### src/sv/mmcc_pkg.sv
// Shared constants, codes and a helper function for the magic multiplier collision check.
package mmcc_pkg;

	localparam int MAX_MASK_BITS_DEF = 8;
	localparam int TABLE_ENTRIES_DEF = 32;

	localparam int WORD_W   = 64;
	localparam int HALF_W   = 32;
	localparam int INDEX_W  = 5;
	localparam int RIGHTS_W = 4;
	localparam int STATUS_W = 2;

	localparam logic [RIGHTS_W-1:0] RIGHTS_ALL = 4'hF;

	localparam logic [WORD_W-1:0] SQ_MASK_0 = 64'h0000_0000_0000_0090;
	localparam logic [WORD_W-1:0] SQ_MASK_1 = 64'h0000_0000_0000_0011;
	localparam logic [WORD_W-1:0] SQ_MASK_2 = 64'h9000_0000_0000_0000;
	localparam logic [WORD_W-1:0] SQ_MASK_3 = 64'h1100_0000_0000_0000;

	localparam logic [STATUS_W-1:0] ST_OK   = 2'd0;
	localparam logic [STATUS_W-1:0] ST_COLL = 2'd1;
	localparam logic [STATUS_W-1:0] ST_OVER = 2'd2;

	function automatic logic [RIGHTS_W-1:0] rights_of(input logic [WORD_W-1:0] s);
		logic [RIGHTS_W-1:0] c;
		c = RIGHTS_ALL;
		if ((s & SQ_MASK_0) != '0) c[0] = 1'b0;
		if ((s & SQ_MASK_1) != '0) c[1] = 1'b0;
		if ((s & SQ_MASK_2) != '0) c[2] = 1'b0;
		if ((s & SQ_MASK_3) != '0) c[3] = 1'b0;
		return c;
	endfunction

endpackage

### src/sv/mmcc_ram.sv
// Generic single-port-write, single-port-read RAM with registered read data.
module mmcc_ram #(
	parameter int WIDTH = 4,
	parameter int DEPTH = 32
) (
	input  logic                     clk,
	input  logic                     we,
	input  logic [$clog2(DEPTH)-1:0] waddr,
	input  logic [WIDTH-1:0]         wdata,
	input  logic [$clog2(DEPTH)-1:0] raddr,
	output logic [WIDTH-1:0]         rdata
);

	logic [WIDTH-1:0] mem_q [DEPTH];
	logic [WIDTH-1:0] rdata_q;

	always_ff @(posedge clk) begin
		if (we) begin
			mem_q[waddr] <= wdata;
		end
		rdata_q <= mem_q[raddr];
	end

	assign rdata = rdata_q;

endmodule

### src/sv/mmcc_mul.sv
// Shared 32 by 32 bit multiplier with a registered product.
module mmcc_mul (
	input  logic                          clk,
	input  logic [mmcc_pkg::HALF_W-1:0]   op_a,
	input  logic [mmcc_pkg::HALF_W-1:0]   op_b,
	output logic [mmcc_pkg::WORD_W-1:0]   product
);

	logic [mmcc_pkg::WORD_W-1:0] prod_q;

	always_ff @(posedge clk) begin
		prod_q <= mmcc_pkg::WORD_W'(op_a) * mmcc_pkg::WORD_W'(op_b);
	end

	assign product = prod_q;

endmodule

### src/sv/magic_multiplier_collision_check_core.sv
// Top level of the magic multiplier collision check: sequencer, slot table and span scan.
// Steps: count the mask bits (overflow status past MAX_MASK_BITS), check each subset of the
// mask (stop on a collision), scan the table for the span, then load the output register.
// Throughput: one word at a time; each subset takes three passes through the shared
// multiplier plus a table read and a table update.
// Reset clears the sequencer, the occupancy mask, the slot valid bits and the output valid flag.
module magic_multiplier_collision_check_core #(
	parameter int MAX_MASK_BITS = mmcc_pkg::MAX_MASK_BITS_DEF,
	parameter int TABLE_ENTRIES = mmcc_pkg::TABLE_ENTRIES_DEF
) (
	input  logic                            clk,
	input  logic                            arst_n,
	input  logic                            cfg_valid,
	output logic                            cfg_ready,
	input  logic [mmcc_pkg::WORD_W-1:0]     occupancy_mask,
	input  logic                            in_valid,
	output logic                            in_stall,
	input  logic [mmcc_pkg::WORD_W-1:0]     multiplier,
	output logic                            out_valid,
	input  logic                            out_stall,
	output logic [mmcc_pkg::STATUS_W-1:0]   status,
	output logic [mmcc_pkg::INDEX_W-1:0]    span
);

	localparam int IDXW = $clog2(TABLE_ENTRIES);
	localparam int CNTW = $clog2(MAX_MASK_BITS + 1);

	typedef enum logic [8:0] {
		S_IDLE   = 9'b000000001,
		S_COUNT  = 9'b000000010,
		S_MUL0   = 9'b000000100,
		S_MUL1   = 9'b000001000,
		S_MUL2   = 9'b000010000,
		S_LOOK   = 9'b000100000,
		S_CHECK  = 9'b001000000,
		S_SCAN   = 9'b010000000,
		S_RESULT = 9'b100000000
	} state_t;

	state_t                          state_q;
	logic [mmcc_pkg::WORD_W-1:0]     mask_q;
	logic [mmcc_pkg::WORD_W-1:0]     mul_q;
	logic [mmcc_pkg::WORD_W-1:0]     subset_q;
	logic [mmcc_pkg::WORD_W-1:0]     tmp_q;
	logic [CNTW-1:0]                 cnt_q;
	logic [mmcc_pkg::HALF_W-1:0]     acc_q;
	logic [IDXW-1:0]                 idx_q;
	logic [TABLE_ENTRIES-1:0]        valid_q;
	logic [IDXW-1:0]                 scan_q;
	logic                            found_q;
	logic [IDXW-1:0]                 lo_q;
	logic [IDXW-1:0]                 hi_q;
	logic [mmcc_pkg::STATUS_W-1:0]   res_status_q;
	logic [mmcc_pkg::INDEX_W-1:0]    res_span_q;
	logic                            out_valid_q;
	logic [mmcc_pkg::STATUS_W-1:0]   status_q;
	logic [mmcc_pkg::INDEX_W-1:0]    span_q;

	logic [mmcc_pkg::HALF_W-1:0]     op_a;
	logic [mmcc_pkg::HALF_W-1:0]     op_b;
	logic [mmcc_pkg::WORD_W-1:0]     product;
	logic [mmcc_pkg::HALF_W-1:0]     hi_sum;
	logic [IDXW-1:0]                 look_idx;
	logic [mmcc_pkg::RIGHTS_W-1:0]   rights;
	logic [mmcc_pkg::RIGHTS_W-1:0]   rdata;
	logic                            collide;
	logic                            tbl_we;
	logic [mmcc_pkg::WORD_W-1:0]     next_subset;
	logic                            in_accept;
	logic                            out_free;
	logic                            scan_hit;
	logic                            found_nxt;
	logic [IDXW-1:0]                 lo_nxt;
	logic [IDXW-1:0]                 hi_nxt;

	assign in_accept = in_valid && !in_stall;
	assign in_stall  = (state_q != S_IDLE);
	assign cfg_ready = (state_q == S_IDLE);
	assign out_free  = !out_valid_q || !out_stall;

	always_comb begin
		unique case (state_q)
			S_MUL0: begin
				op_a = mul_q[mmcc_pkg::HALF_W-1:0];
				op_b = subset_q[mmcc_pkg::HALF_W-1:0];
			end
			S_MUL1: begin
				op_a = mul_q[mmcc_pkg::HALF_W-1:0];
				op_b = subset_q[mmcc_pkg::WORD_W-1:mmcc_pkg::HALF_W];
			end
			default: begin
				op_a = mul_q[mmcc_pkg::WORD_W-1:mmcc_pkg::HALF_W];
				op_b = subset_q[mmcc_pkg::HALF_W-1:0];
			end
		endcase
	end

	mmcc_mul u_mul (
		.clk     (clk),
		.op_a    (op_a),
		.op_b    (op_b),
		.product (product)
	);

	assign hi_sum   = acc_q + product[mmcc_pkg::HALF_W-1:0];
	assign look_idx = IDXW'(hi_sum[mmcc_pkg::HALF_W-1 -: mmcc_pkg::INDEX_W]);
	assign rights   = mmcc_pkg::rights_of(subset_q);
	assign collide  = valid_q[idx_q] && (rdata != rights);
	assign tbl_we   = (state_q == S_CHECK) && !collide;
	assign next_subset = (subset_q - mask_q) & mask_q;

	mmcc_ram #(
		.WIDTH (mmcc_pkg::RIGHTS_W),
		.DEPTH (TABLE_ENTRIES)
	) u_slot_ram (
		.clk   (clk),
		.we    (tbl_we),
		.waddr (idx_q),
		.wdata (rights),
		.raddr (look_idx),
		.rdata (rdata)
	);

	always_comb begin
		scan_hit  = valid_q[scan_q];
		found_nxt = found_q || scan_hit;
		lo_nxt    = (scan_hit && !found_q) ? scan_q : lo_q;
		hi_nxt    = scan_hit ? scan_q : hi_q;
	end

	always_ff @(posedge clk or negedge arst_n) begin
		if (!arst_n) begin
			state_q     <= S_IDLE;
			mask_q      <= '0;
			subset_q    <= '0;
			valid_q     <= '0;
			found_q     <= 1'b0;
			out_valid_q <= 1'b0;
		end else begin
			if (cfg_valid && cfg_ready) begin
				mask_q <= occupancy_mask;
			end
			if (out_valid_q && !out_stall && (state_q != S_RESULT)) begin
				out_valid_q <= 1'b0;
			end
			unique case (state_q)
				S_IDLE: begin
					if (in_accept) begin
						mul_q    <= multiplier;
						tmp_q    <= mask_q;
						cnt_q    <= '0;
						subset_q <= '0;
						valid_q  <= '0;
						state_q  <= S_COUNT;
					end
				end
				S_COUNT: begin
					if (tmp_q == '0) begin
						state_q <= S_MUL0;
					end else if (cnt_q == CNTW'(MAX_MASK_BITS)) begin
						res_status_q <= mmcc_pkg::ST_OVER;
						res_span_q   <= '0;
						state_q      <= S_RESULT;
					end else begin
						tmp_q <= tmp_q & (tmp_q - 1'b1);
						cnt_q <= cnt_q + 1'b1;
					end
				end
				S_MUL0: begin
					state_q <= S_MUL1;
				end
				S_MUL1: begin
					acc_q   <= product[mmcc_pkg::WORD_W-1:mmcc_pkg::HALF_W];
					state_q <= S_MUL2;
				end
				S_MUL2: begin
					acc_q   <= acc_q + product[mmcc_pkg::HALF_W-1:0];
					state_q <= S_LOOK;
				end
				S_LOOK: begin
					idx_q   <= look_idx;
					state_q <= S_CHECK;
				end
				S_CHECK: begin
					if (collide) begin
						subset_q     <= '0;
						res_status_q <= mmcc_pkg::ST_COLL;
						res_span_q   <= '0;
						state_q      <= S_RESULT;
					end else begin
						valid_q[idx_q] <= 1'b1;
						subset_q       <= next_subset;
						if (next_subset == '0) begin
							scan_q  <= '0;
							found_q <= 1'b0;
							state_q <= S_SCAN;
						end else begin
							state_q <= S_MUL0;
						end
					end
				end
				S_SCAN: begin
					found_q <= found_nxt;
					lo_q    <= lo_nxt;
					hi_q    <= hi_nxt;
					if (scan_q == IDXW'(TABLE_ENTRIES - 1)) begin
						res_status_q <= mmcc_pkg::ST_OK;
						res_span_q   <= mmcc_pkg::INDEX_W'(hi_nxt - lo_nxt);
						state_q      <= S_RESULT;
					end else begin
						scan_q <= scan_q + 1'b1;
					end
				end
				S_RESULT: begin
					if (out_free) begin
						out_valid_q <= 1'b1;
						status_q    <= res_status_q;
						span_q      <= res_span_q;
						state_q     <= S_IDLE;
					end
				end
				default: begin
					state_q <= S_IDLE;
				end
			endcase
		end
	end

	assign out_valid = out_valid_q;
	assign status    = status_q;
	assign span      = span_q;

	a_out_from_result: assert property (@(posedge clk) disable iff (!arst_n)
		$rose(out_valid_q) |-> $past(state_q == S_RESULT))
		else $error("Output word appeared without a finished check.");

	a_table_cleared: assert property (@(posedge clk) disable iff (!arst_n)
		in_accept |=> (valid_q == '0))
		else $error("Slot valid bits were not cleared for a new word.");

	a_ok_found: assert property (@(posedge clk) disable iff (!arst_n)
		(state_q == S_RESULT) && (res_status_q == mmcc_pkg::ST_OK) |-> found_q)
		else $error("Clean result reported with no occupied slot.");

	a_span_zero: assert property (@(posedge clk) disable iff (!arst_n)
		(state_q == S_RESULT) && (res_status_q != mmcc_pkg::ST_OK) |-> (res_span_q == '0))
		else $error("Span is nonzero on a failed check.");

endmodule
### config.mk
export PLATFORM = sky130hd
export DESIGN_NAME = magic_multiplier_collision_check_core
export DESIGN_NICKNAME = d
export VERILOG_FILES = /design/src/sv/mmcc_pkg.sv /design/src/sv/mmcc_ram.sv /design/src/sv/mmcc_mul.sv /design/src/sv/magic_multiplier_collision_check_core.sv
export SDC_FILE = /design/constraint.sdc
export NUM_CORES = 2
export LEC_CHECK = 0
export BUFFER_PORTS_ARGS = -buffer_cell sky130_fd_sc_hd__buf_2
export CAP_MARGIN = 20
export CORE_UTILIZATION = 71
export CTS_CLUSTER_DIAMETER = 200
export DETAILED_ROUTE_END_ITERATION = 16
export PLACE_DENSITY = 0.95
export SLEW_MARGIN = 20
export SYNTH_ARGS = -nofsm -noshare
export SYNTH_HDL_FRONTEND = slang
export SYNTH_HIERARCHICAL = 1
export SYNTH_SLANG_ARGS = --single-unit
### constraint.sdc
create_clock -name clk -period 15.83 [get_ports clk]
set_clock_uncertainty 0.2 [all_clocks]
set_input_delay 2.3745 -clock clk [delete_from_list [all_inputs] [get_ports clk]]
set_output_delay 2.3745 -clock clk [all_outputs]
set_load 0.05 [all_outputs]
==> summary.txt <==
Die
  – I/O pin total: 143
  – Core area: 0.0854 mm^2
  – Die Y: 296 um
  – Row cnt: between 100 and 150
  – Die W: 296 um
  – Initial Util: 0.720
  – Die area: roughly 0.088 mm^2

Job
  – Maxcap violations: 0

Clock network
  – Post-CTS Setup Bufs: 0
  – CTS Buffer Depth: 3
  – Root buf cell: clkbuf_16
  – Post-CTS Resized: 0
  – Clock Latency Late Sink: 700 ps
  – H-tree levels: 2
  – Cts hold-fix bufs: 0
  – CTS tree: done
  – Clock Pin Slew Worst Setup and Hold Paths: 60 ps
  – CTS Sinks: 565
  – CTS Buf Count: 59

Route
  – DR iter-0 viols: 5949
  – Drt first pass iters: 7
  – Routed vias: between 40000 and 50000
  – Final wirelength: 179000 um
  – Drt via density: 6.56
  – Routed len/inst: 24.5 um
  – Post-route DRC violation count: 0
  – Final ANT Viol Nets: 0

Setup path
  – Cell family with most CP delay: adder cells
  – R2r worst-path depth: 26
  – Worst path max stage delay: 910 ps
  – Critical Path RT: roughly 16000 ps
  – Critical Path Fanout Max: 33
  – CP arrival: 10440 ps
  – Worst path depth: 26
  – Crit-path slowest cell: mux2_2
  – Crit start category: flip-flop
  – Critical path's most frequent cell: fa_1
  – Buf/Inv on CP: 3
  – Crit path capture type: flip-flop
  – Crit path kind: flip-flop to flip-flop

Power
  – Maximum vdd drop: 0.125 mV
  – Lkg Pwr: 30.4 nW
  – Overall power: 4.63 mW
  – Cell Pwr Density: 71.3 mW/mm^2

Synthesis
  – Synth cell types: 99
  – Ys async rst share: 0.303
  – Syn nets: about 7600
  – Cell Area, Synth: 0.0615 mm^2
  – Sequential share of the synthesized area: 0.251
  – Synthesized instance count: between 6000 and 7000
  – Number of synthesized flops with an enable pin: 326
  – Synthesized flop and latch total: 565
  – YS warnings: 6
  – Top FF cell, synth: edfxtp_1
  – Post-Syn Area per Cell: 9.98 um^2

Layout
  – Most frequent cells in the layout: 964 x inv_1, 899 x fa_1, 804 x nand2_1
  – Design area: 0.0650 mm^2
  – Layout cells sized above 1: 0.0866
  – Area delta synth->final: 5.72%
  – Final nets: 7502
  – Commonest non-fill, non-tap cell in the layout: inv_1
  – Final Core Density: 0.761

Timing
  – RSZ-0062 raised after global routing: no
  – Worst slew margin: 0.224
  – Setup TNS: 0 ps
  – Fin. Hold Viols: 0
  – Max Slew Vio Count: 0
  – Fmax: 0.0995 GHz
  – Setup violators final: 0
  – Slew @ Worst Pin: 1150 ps
  – Min Tclk post-route: 10050 ps
  – Worst Slack Setup Final: 5780 ps
  – Period utilization: 0.635

Placed design
  – IO buf count: roughly 140
  – Cell Area, Placed: 0.0629 mm^2
  – Placer Congestion: 1.04
  – Pre-CTS setup slack: ~5900 ps
  – Detailed Place HPWL: 132000 um

Hold path
  – HP Class: flip-flop to flip-flop
  – Hold depth: 0

Global route
  – Initial antenna violation count: 5
  – First-pass GRT wire length: 278000 um
  – Largest net degree at the start of global routing: 105
  – Tot GR Track Use: 0.418
  – GR Overflow Total: 0
  – Vias in the first global route: between 50000 and 60000

Run status
  – Outcome: complete, no violations
path summary, 6_finish.rpt:
check                           slack (ps)                 to          start
worst max-delay path                  5780  u_mul/product[54]     state_q[3]
worst min-delay path                   220            span[0]  res_span_q[0]
worst max register to register        5780  u_mul/product[54]     state_q[3]
worst min register to register         220            span[0]  res_span_q[0]
max in group asynchronous            12570        subset_q[6]         arst_n
min in group asynchronous             1520          mask_q[3]         arst_n
per-layer routing:
layer,vias to the layer above,global-route usage,share of wire
met4,4,0.272,0.074
met5,-,0,0.00012
met2,3758,0.660,0.47
li1,19663,-,-
met1,23430,0.518,0.34
met3,1056,0.102,0.12
report_power, final:
part	switching (mW)	internal, mW
logic	0.817	0.401
registers	0.170	1.76
clock network	0.648	0.835
metrics by stage:
step	instances	hold WS [ps]
after floorplan	6161	200
after global placement	7187	208
after detailed placement	7188	205
after CTS	7300	219
after global routing	7301	226
final	7303	218
area by class of cell:
cell class,count,area [um^2]
multi-input cells,4324,41300
fillers,5320,20400
flip-flops and latches,565,15400
inverters,965,3620
clock buffers,82,1690
well taps,1144,1430
repair buffers,191,1110
clock inverters,30,379
diodes,2,5.00
flip-flops by register name, summed over array words and instances, names as in the netlist, 5 cells and up:
signal	cells
u_slot_ram/mem_q	128
mask_q	64
mul_q	64
subset_q	64
tmp_q	64
u_mul/product	64
acc_q	32
valid_q	32
state_q	9
hi_q	5
idx_q	5
lo_q	5
res_span_q	5
scan_q	5
span	5
Yosys cell counts, types with 7 or more instances:
cell type / count / area, um^2
and3_1: 28 / 175
a211oi_1: 16 / 120
o21ai_0: 211 / 1060
nand4_1: 44 / 275
a21boi_0: 9 / 67.6
o31ai_1: 11 / 82.6
inv_1: 964 / 3620
fa_1: 899 / 18000
a32o_1: 7 / 70.1
dfrtp_1: 170 / 4250
mux2_2: 109 / 1230
buf_1: 14 / 52.6
nand2b_1: 26 / 163
nor2b_1: 17 / 106
mux2i_1: 11 / 110
mux4_2: 58 / 1310
or2_2: 9 / 56.3
ha_1: 364 / 4550
nor3b_1: 13 / 97.6
nor3_1: 36 / 180
nand3b_1: 11 / 82.6
o211ai_1: 31 / 233
or3_1: 10 / 62.6
nand2_1: 810 / 3040
a221o_1: 8 / 80.1
a31oi_1: 17 / 106
o311ai_0: 8 / 70.1
dfxtp_1: 68 / 1360
edfxtp_1: 326 / 9790
clkbuf_1: 283 / 1060
and2_1: 614 / 3840
and4_1: 9 / 78.8
nor2_1: 201 / 754
nand3_1: 76 / 380
o21a_1: 25 / 188
xnor2_1: 86 / 753
a22o_1: 11 / 96.3
nor4_1: 20 / 125
or4_1: 11 / 82.6
a21oi_1: 221 / 1110
a21o_1: 75 / 563
xor2_1: 71 / 622
o21bai_1: 21 / 158
logic make-up (layout without fill, tap and decap cells):
logic type | after synthesis | after routing | share of synthesized area
AO/OA/AOI/OAI | 751 | 751 | 0.0774
XOR/XNOR | 157 | 157 | 0.0224
adder cells (fa/ha/maj) | 1263 | 1263 | 0.367
buffers and inverters | 1272 | 1268 | 0.0784
flip-flops | 565 | 565 | 0.251
multiplexers | 178 | 178 | 0.0430
other | 0 | 2 | 0
AND/OR/NAND/NOR | 1975 | 1975 | 0.161
(Power assumes the default switching activity.)
